`config.mk`:
```
export PLATFORM = sky130hd
export DESIGN_NAME = ecct_ram
export DESIGN_NICKNAME = d
export VERILOG_FILES = /design/src/hdl/ecct_ram.sv
export SDC_FILE = /design/constraint.sdc
export NUM_CORES = 1
export LEC_CHECK = 0
export CELL_PAD_IN_SITES_DETAIL_PLACEMENT = 2
export CELL_PAD_IN_SITES_GLOBAL_PLACEMENT = 2
export CORE_UTILIZATION = 23
export DETAILED_ROUTE_END_ITERATION = 7
export DONT_BUFFER_PORTS = 1
export PLACE_DENSITY = 0.51
export SYNTH_ARGS = -nofsm -noshare
export SYNTH_HDL_FRONTEND = slang
export SYNTH_SLANG_ARGS = --single-unit
```
`constraint.sdc`:
```
create_clock -name clk -period 1.8 [get_ports clk]
set_input_delay 0.09 -clock clk [delete_from_list [all_inputs] [get_ports clk]]
set_output_delay 0.09 -clock clk [all_outputs]
set_load 0.05 [all_outputs]
```
`src/hdl/ecct_ram.sv`:
```
// ----------------------------------------------------------------------------
// ecct_ram
// Simple dual-port synchronous RAM: one write port, one registered read port.
// ----------------------------------------------------------------------------
module ecct_ram #(
    parameter int WIDTH = 8,
    parameter int DEPTH = 16
) (
    input  logic                     clk,
    input  logic                     we,
    input  logic [$clog2(DEPTH)-1:0] waddr,
    input  logic [WIDTH-1:0]         wdata,
    input  logic [$clog2(DEPTH)-1:0] raddr,
    output logic [WIDTH-1:0]         rdata
);

    logic [WIDTH-1:0] mem [DEPTH];

    always_ff @(posedge clk)
    begin
        if (we)
        begin
            mem[waddr] <= wdata;
        end
        rdata <= mem[raddr];
    end

endmodule

```
==> metrics.cfg, run 1 <==
[yosys]
ys_seq_area_share_pct=77.78
syn_inst=229
synth_cell_types=19
synth_top_area_share_pct=74.67
syn-num-nets=247
synth_largest_area_cell=edfxtp_1
ys_top_cells_by_area=edfxtp_1 (75%), mux4_2 (7.9%), mux4_1 (7.1%)
synth.avg_cell_area_sq_um=22.48
synth_area_sq_um=5147
synth_warnings=0
ys_ff_latch=136

[placement]
dp.cells=517
dpl.hpwl_mm=7.308
port_buffers=0
dp_slack_ns=0.2996
gp_congestion=0.6623

[cells_and_area]
mostFrequentLayoutCell=edfxtp_1
final_util_pct=28.60
drive_gt1_share_pct=24.01
areaGrowthSynthToFinish_pct=21.63
fin_cells=560
final_cell_mix=edfxtp_1 (128), mux4_2 (18), buf_4 (18)
nets=284
nFillCells=2237

[sta]
finalCriticalPeriod_ns=1.565
fin_crit_sh_pct=86.95
fin_tns_setup_ns=0
setup_ws_ns=0.2348
setup_viol=0
slew_violations=0
worst_pin_slew_ns=0.7829
slew_headroom_pct=47.64
hold_viol_final=0
grt_setup_unrepaired=no
holdWs_ns=0.01387
fin_skew_ns=0.009680
fmax_mhz=638.9

[power]
vdd_drop_max_v=0.0003893
p_per_area_nw_per_um2=1200
p_leak_nw=2.020

[global_routing]
grt_pass1_vias=2702
grt_first_pass_wirelength_mm=18.22
grt_usage_pct=12.02
grt_overflow=0
antenna_found_initial=1
grt_max_degree=33

[setup_path]
crit_required_ns=2.10
endpoint=rdata[2]$_DFF_P_
critPathLaunch=raddr[1]
r2r_cells=3
reg2reg_slack_ns=0.33
arrival_ns=1.86
r2r-end=rdata[0]$_DFF_P_
end_kind=flop
path_class=input port to flop
r2r_start=mem[1][0]$_DFFE_PP_
worst-path-max-fanout=22
startpoint_type=input port

[routing]
wl_per_cell_um=22.00
ant_nets=0
initialDrtViolationCount=125
totalWireLength_mm=12.32
drcViolationCount=0
vias=2425
via_per_inst=4.330
dr.pass1.iters=4

[die]
die_w_um=151.6
num_io_pins=26
die_area_sq_um=22980
core_sq_um=21890
start_util_pct=23.51
rows=54
die-height_um=151.6

[run]
maxCapViolations=0

[clock_network]
cts-root-buf=clkbuf_16
postCtsSetupBuffers=0
insertion_delay_ns=0.43
clk_pin_slew_ns=0.06
cts_tree=yes
cts.sinks=136
h-tree-depth=4
numCtsBuffers=17
clk_path_buf_depth=2

[min_path]
hp-class=input port to flop

[outcome]
status=completed

## report_power, final
part	internal, mW	total [mW]	switching [mW]	leakage [nW]
clock network	2.30	3.61	1.30	0.289
logic	0.124	0.268	0.144	0.508
registers	3.54	3.64	0.0988	1.22
total	5.97	7.51	1.54	2.02
## layer usage
metal	routed length, um	track usage [%]	vias to the layer above
met3	573	3.772	14
met1	5728	15.76	1312
met2	5838	18.20	47
li1	-	-	1052
met5	0	0	-
met4	179	5.347	0
## timing repair
| item | in CTS | in global routing |
|---|---|---|
| resized for setup | 0 | 0 |
| endpoints found under the hold margin | 134 | 0 |
| hold buffers | 10 | 0 |
## logic make-up (layout without fill, tap and decap cells)
family | count (synthesis) | after routing | synth area share, %
compound gates | 16 | 16 | 2.334
simple gates | 35 | 35 | 3.184
buf+inv | 10 | 60 | 1.677
mux | 32 | 32 | 15.02
flops | 136 | 136 | 77.78
other cells | 0 | 1 | 0
## synthesized netlist by cell type (all sizes together)
master         count
a22oi             16
and2               1
and2b              1
buf                7
clkdlybuf4s25      3
dfxtp              8
edfxtp           128
mux4              32
nand2              9
nand2b             2
nand3              1
nand3b             2
nor2              13
nor2b              1
nor3               4
or3b               1
## sequential cells by signal, summed over array words and instances (netlist names)
signal  cells
mem       128
rdata       8
## metrics by stage
step	power, mW	cell area (sq um)
2_1_floorplan	3.876	5147
3_3_place_gp	3.913	5547
3_5_place_dp	3.921	5547
4_1_cts	7.628	6259
5_1_grt	7.753	6259
6_report	7.515	6261
## area by class of cell
type                    count  area (sq um)  area share, %
flip-flops and latches    136          4004          63.95
multi-input cells          83          1057          16.89
clock buffers              19         432.9          6.914
well taps                 280         350.3          5.596
repair buffers             28         235.2          3.757
clock inverters            13         178.9          2.858
diodes                      1         2.502        0.03997
## worst min-delay path by stage
stage | end | cells past startpoint | slack, ns | start
6_report | rdata[1]$_DFF_P_ | 3 | 0.01 | raddr[1]
5_1_grt | rdata[1]$_DFF_P_ | 3 | 0.02 | raddr[1]
4_1_cts | rdata[1]$_DFF_P_ | 3 | 0.007 | raddr[1]
3_5_place_dp | mem[7][1]$_DFFE_PP_ | 0 | 0.19 | wdata[1]
3_3_place_gp | mem[5][5]$_DFFE_PP_ | 0 | 0.19 | wdata[5]
2_1_floorplan | mem[0][0]$_DFFE_PP_ | 0 | 0.19 | wdata[0]
## critical path, cell delays in order
cell and delay [ns]:
dlygate4sd3_1 1.05, mux4_1 0.40, a22oi_1 0.21, nand2_1 0.10
Power figures use the tool's default switching activity.
==> run 2, diff against run 1 <==
- CORE_MARGIN: unset -> 5
- clock period: 1.8 -> 1.7 ns (I/O delays scaled with it)
==> run 2 against run 1 <==
Non-clock buffer count unchanged. Global-route usage decreased by 1.5 points. Critical endpoint is now rdata[5]$_DFF_P_. Die area increased by 11%. First-iteration DRC count increased by 22%. Clock power increased by 1%. Cell area decreased by 0.46%. Via count decreased by 0.37%. Largest cell class unchanged. Utilization decreased by 0.22 points. Critical path depth unchanged. Critical path type unchanged. Combinational power increased by 8.6%. Hold slack got worse by 0.0040 ns. Clock-buffer cell count decreased by 2.
==> metrics.cfg, run 2 (synthesized netlist as in run 1, its figures left out) <==
[outcome]
status=completed  ; unchanged

[global_routing]
grt_overflow=0  ; unchanged
grt_first_pass_wirelength_mm=18.80  ; was 18.22 mm
grt_usage_pct=10.54  ; was 12.02%
grt_pass1_vias=2732  ; was 2,702
grt_max_degree=33  ; unchanged
antenna_found_initial=0  ; was 1

[cells_and_area]
largest-register=mem  ; unchanged
mostFrequentLayoutCell=edfxtp_1  ; unchanged
antenna_cells=0  ; was 1
nets=284  ; unchanged
areaGrowthSynthToFinish_pct=21.07  ; was 21.63%
final_cell_mix=edfxtp_1 (128), mux4_2 (18), buf_4 (18)  ; unchanged
drive_gt1_share_pct=23.66  ; was 24.01%
reg.largest.list=mem: 128 flops, rdata: 8 flops  ; unchanged
largest_reg_flops=128  ; unchanged
final_util_pct=28.38  ; was 28.60%
nFillCells=2204  ; was 2,237

[routing]
initialDrtViolationCount=153  ; was 125
dr.pass1.iters=4  ; unchanged
via_per_inst=4.322  ; was 4.330
ant_nets=0  ; unchanged
wl_per_cell_um=22.78  ; was 22.00 um
totalWireLength_mm=12.73  ; was 12.32 mm
vias=2416  ; was 2,425
drcViolationCount=0  ; unchanged

[power]
p_leak_nw=2.009  ; was 2.020 nW
vdd_drop_max_v=0.0004653  ; was 0.0003893 V
total_power_mw=7.811  ; was 7.515 mW
p_per_area_nw_per_um2=1253  ; was 1200 nW/um^2

[setup_path]
startpoint_type=input port  ; unchanged
arrival_ns=1.85  ; was 1.86 ns
crit_required_ns=2.00  ; was 2.10 ns
end_kind=flop  ; unchanged
r2r_start=mem[5][3]$_DFFE_PP_  ; was mem[1][0]$_DFFE_PP_
worst-path-max-fanout=22  ; unchanged
critPathLaunch=raddr[1]  ; unchanged
path_class=input port to flop  ; unchanged

[sta]
setup_viol=0  ; unchanged
fin_skew_ns=0.01050  ; was 0.009680 ns
fin_crit_sh_pct=91.00
grt_setup_unrepaired=no  ; unchanged
fin_tns_setup_ns=0  ; unchanged
hold_viol_final=0  ; unchanged
worst_pin_slew_ns=0.7125  ; was 0.7829 ns
slew_violations=0  ; unchanged
finalCriticalPeriod_ns=1.547
setup_ws_ns=0.1530  ; was 0.2348 ns
slew_headroom_pct=52.34  ; was 47.64%
fmax_mhz=646.4

[die]
core_sq_um=21960  ; was 21,890 sq um
die_w_um=159.6  ; was 151.6 um
start_util_pct=23.44  ; was 23.51%
num_io_pins=26  ; unchanged
die-height_um=159.6  ; was 151.6 um
die_area_sq_um=25470  ; was 22,980 sq um
rows=54  ; unchanged

[min_path]
holdCritStartpoint=raddr[1]  ; unchanged
hp-class=input port to flop  ; unchanged

[clock_network]
clk_path_buf_depth=2  ; unchanged
h-tree-depth=4  ; unchanged
numCtsBuffers=17  ; unchanged
clk_pin_slew_ns=0.06  ; about the same
cts-root-buf=clkbuf_16  ; unchanged
cts_tree=yes  ; unchanged
insertion_delay_ns=0.43  ; about the same
cts.sinks=136  ; unchanged

[placement]
dp_slack_ns=0.2782  ; was 0.2996 ns
port_buffers=0  ; unchanged
dpl.hpwl_mm=7.765  ; was 7.308 mm
gp_congestion=0.6635  ; was 0.6623

[run]
maxCapViolations=0  ; unchanged

-- run 2: changes by cell type in the layout (fill, tap and decap cells not counted), sizes merged --
cell,change
clkinv,+3
diode,-1
bufinv,-1
clkbuf,-2
-- run 2: what timing repair did --
action,in CTS,in global routing
hold buffers,10,0
gates resized for setup,0,0
buffers inserted,0,0
endpoints found under the hold margin,134,0
-- run 2: power by group --
group / switching (mW) / internal [mW] / total, mW
sequential: 0.106 / 3.75 / 3.86
combinational: 0.159 / 0.132 / 0.291
clock: 1.39 / 2.27 / 3.66
total: 1.65 / 6.16 / 7.81
-- run 2: cell type report --
class,count,area [sq um],area share (%)
well taps,280,350.3,5.621
multi-input cells,83,1057,16.96
clock inverters,15,160.2,2.570
flip-flops and latches,136,4004,64.24
clock buffers,17,425.4,6.826
repair buffers,28,235.2,3.774
-- run 2: worst paths after layout --
kind	depth (start not counted)	slack [ns]	endpoint
hold / removal	3	0.01	rdata[7]$_DFF_P_
hold reg to reg	3	0.68	rdata[4]$_DFF_P_
setup / recovery	4	0.15	rdata[5]$_DFF_P_
setup reg to reg	3	0.28	rdata[3]$_DFF_P_
-- run 2: per-stage QoR --
| stage | instance area (sq um) | cells | hold WS (ns) |
|---|---|---|---|
| after global routing | 6232 | 559 | 0.01687 |
| final | 6232 | 559 | 0.009867 |
| after CTS | 6232 | 559 | 0.001205 |
| after floorplan | 5147 | 229 | 0.1839 |
| after detailed placement | 5547 | 517 | 0.1856 |
| after global placement | 5547 | 517 | 0.1854 |
-- run 2: layer usage --
metal	vias to the layer above	global-route usage, %	share of wire (%)
li1	1045	-	-
met1	1297	13.25	44
met2	56	16.68	49
met3	18	3.676	5.4
met4	0	4.260	1.7
met5	-	0	0
-- run 2: critical path: stages --
cell and delay, ns:
dlygate4sd3_1 1.00, mux4_1 0.40, a22oi_1 0.28, nand2_1 0.08
==> run 3, diff against run 2 <==
- clock period: 1.7 -> 1.65 ns (I/O delays scaled with it)
==> run 3 against run 2 <==
Non-clock buffer count is 1 higher. Utilization is essentially flat. Via count is 0.83% lower. Largest cell class unchanged.
==> metrics.cfg, run 3 (synthesized netlist as in run 1, its figures left out) <==
[die]
start_util_pct=23.44  ; unchanged
die-height_um=159.6  ; unchanged
die_w_um=159.6  ; unchanged
core_sq_um=21960  ; unchanged
die_area_sq_um=25470  ; unchanged
num_io_pins=26  ; unchanged
rows=54  ; unchanged

[cells_and_area]
drive_gt1_share_pct=23.57  ; was 23.66%
areaGrowthSynthToFinish_pct=21.27  ; was 21.07%
multiInputGateArea_sq_um=1057  ; unchanged
postLayoutCellArea_sq_um=6242  ; was 6232 sq um
largest-register=mem  ; unchanged
fin_cells=560  ; was 559
nFillCells=2206  ; was 2,204
reg.largest.list=mem: 128 flops, rdata: 8 flops  ; unchanged
antenna_cells=0  ; unchanged
largest_reg_flops=128  ; unchanged
final_util_pct=28.43  ; was 28.38%
seqCellArea_sq_um=4004  ; unchanged
nets=285  ; was 284
mostFrequentLayoutCell=edfxtp_1  ; unchanged
final_cell_mix=edfxtp_1 (128), mux4_2 (18), buf_4 (18)  ; unchanged

[routing]
wl_per_cell_um=22.80  ; was 22.78 um
via_per_inst=4.279  ; was 4.322
drcViolationCount=0  ; unchanged
initialDrtViolationCount=158  ; was 153
vias=2396  ; was 2,416
dr.pass1.iters=4  ; unchanged
ant_nets=0  ; unchanged
totalWireLength_mm=12.77  ; was 12.73 mm

[power]
combPwrFrac_pct=3.8  ; was 3.7%
netSwitchingFraction_pct=21.23  ; was 21.18%
p_sw_mw=1.710  ; was 1.654 mW
total_power_mw=8.054  ; was 7.811 mW
cell_internal_pwr_mw=6.345  ; was 6.157 mW
vdd_drop_max_v=0.0004792  ; was 0.0004653 V
p_per_area_nw_per_um2=1290  ; was 1253 nW/um^2
p_leak_nw=2.013  ; was 2.009 nW
clkPwrFrac_pct=46.9  ; about the same
seq_power_share_pct=49.3  ; was 49.4%

[clock_network]
numCtsBuffers=17  ; unchanged
clk_path_buf_depth=2  ; unchanged
h-tree-depth=4  ; unchanged
cts_tree=yes  ; unchanged
insertion_delay_ns=0.43  ; about the same
clk_pin_slew_ns=0.06  ; about the same
cts-root-buf=clkbuf_16  ; unchanged
cts.sinks=136  ; unchanged

[sta]
fin_tns_setup_ns=0  ; unchanged
setup_ws_ns=0.05313  ; was 0.1530 ns
fin_crit_sh_pct=96.78
holdWs_ns=0.01957  ; was 0.009867 ns
worst_pin_slew_ns=0.7747  ; was 0.7125 ns
hold_viol_final=0  ; unchanged
fmax_mhz=626.2
setup_viol=0  ; unchanged
slew_violations=0  ; unchanged
fin_skew_ns=0.009568  ; was 0.01050 ns
grt_setup_unrepaired=no  ; unchanged
finalCriticalPeriod_ns=1.597
slew_headroom_pct=48.19  ; was 52.34%

[setup_path]
r2r_start=mem[5][3]$_DFFE_PP_  ; unchanged
arrival_ns=1.90  ; was 1.85 ns
critPathLaunch=raddr[1]  ; unchanged
path_class=input port to flop  ; unchanged
path_cells=dlygate4sd3_1, mux4_1, a22oi_1, nand2_1  ; unchanged
max_stage_delay_ns=1.04  ; was 1.00 ns
crit_required_ns=1.95  ; was 2.00 ns
worst-path-max-fanout=21  ; was 22
end_kind=flop  ; unchanged
slowest_stage=dlygate4sd3_1  ; unchanged
startpoint_type=input port  ; unchanged

[run]
maxCapViolations=0  ; unchanged

[global_routing]
met3_usage_pct=3.831  ; was 3.676%
antenna_found_initial=0  ; unchanged
met1_usage_pct=13.43  ; was 13.25%
grt_max_degree=33  ; unchanged
grt_most_used_layer=met2  ; unchanged
grt_usage_pct=10.57  ; was 10.54%
grt_first_pass_wirelength_mm=18.85  ; was 18.80 mm
grt_overflow=0  ; unchanged
gr-usage-met2_pct=16.43  ; was 16.68%
grt_pass1_vias=2735  ; was 2,732

[placement]
port_buffers=0  ; unchanged
dpl.hpwl_mm=7.765  ; unchanged
dp_slack_ns=0.2282  ; was 0.2782 ns
gp_congestion=0.6635  ; unchanged
dp.cells=517  ; unchanged
dpl_cell_area_sq_um=5547  ; unchanged

[min_path]
holdCritStartpoint=raddr[1]  ; unchanged
hp-class=input port to flop  ; unchanged

[outcome]
status=completed  ; unchanged

[run 3: changes by cell type in the layout (fill, tap and decap cells not counted), sizes merged]
| cell | change |
|---|---|
| dlygate4sd3 | +1 |
[run 3: worst paths after layout]
kind | endpoint | slack, ns | depth (start not counted)
setup / recovery | rdata[5]$_DFF_P_ | 0.05 | 4
hold / removal | rdata[0]$_DFF_P_ | 0.02 | 3
setup reg to reg | rdata[3]$_DFF_P_ | 0.24 | 3
hold reg to reg | rdata[4]$_DFF_P_ | 0.68 | 3
[run 3: power groups by stage]
stage / sequential (mW) / combinational (mW) / clock [mW]
after detailed placement: 4.05 / 0.231 / 0
final: 3.97 / 0.305 / 3.78
after global placement: 4.04 / 0.230 / 0
after CTS: 3.98 / 0.313 / 3.88
after floorplan: 4.03 / 0.196 / 0
after global routing: 3.98 / 0.331 / 4.03
[run 3: repair_timing]
action / in CTS / in global routing
endpoints found under the hold margin: 134 / 0
buffers inserted: 0 / 0
resized for setup: 0 / 0
hold buffers: 11 / 0
[run 3: cell type report]
class,count,area share [%]
clock buffer,17,6.815
clock inverter,15,2.566
multi-input combinational,83,16.94
sequential,136,64.14
tap,280,5.612
timing repair buffer,29,3.929
[run 3: routing by layer]
metal  vias to the layer above  wire length (um)
met5                         -                 0
met4                         0               196
met3                        17               610
met2                        44              6159
met1                      1288              5801
li1                       1047                 -
[run 3: worst max-delay path: cells and delay by family]
| kind | cells | cell delay [ns] |
|---|---|---|
| AO/OA/AOI/OAI | 1 | 0.28 |
| multiplexers | 1 | 0.41 |
| AND/OR/NAND/NOR | 1 | 0.08 |
| buffers and inverters | 1 | 1.04 |
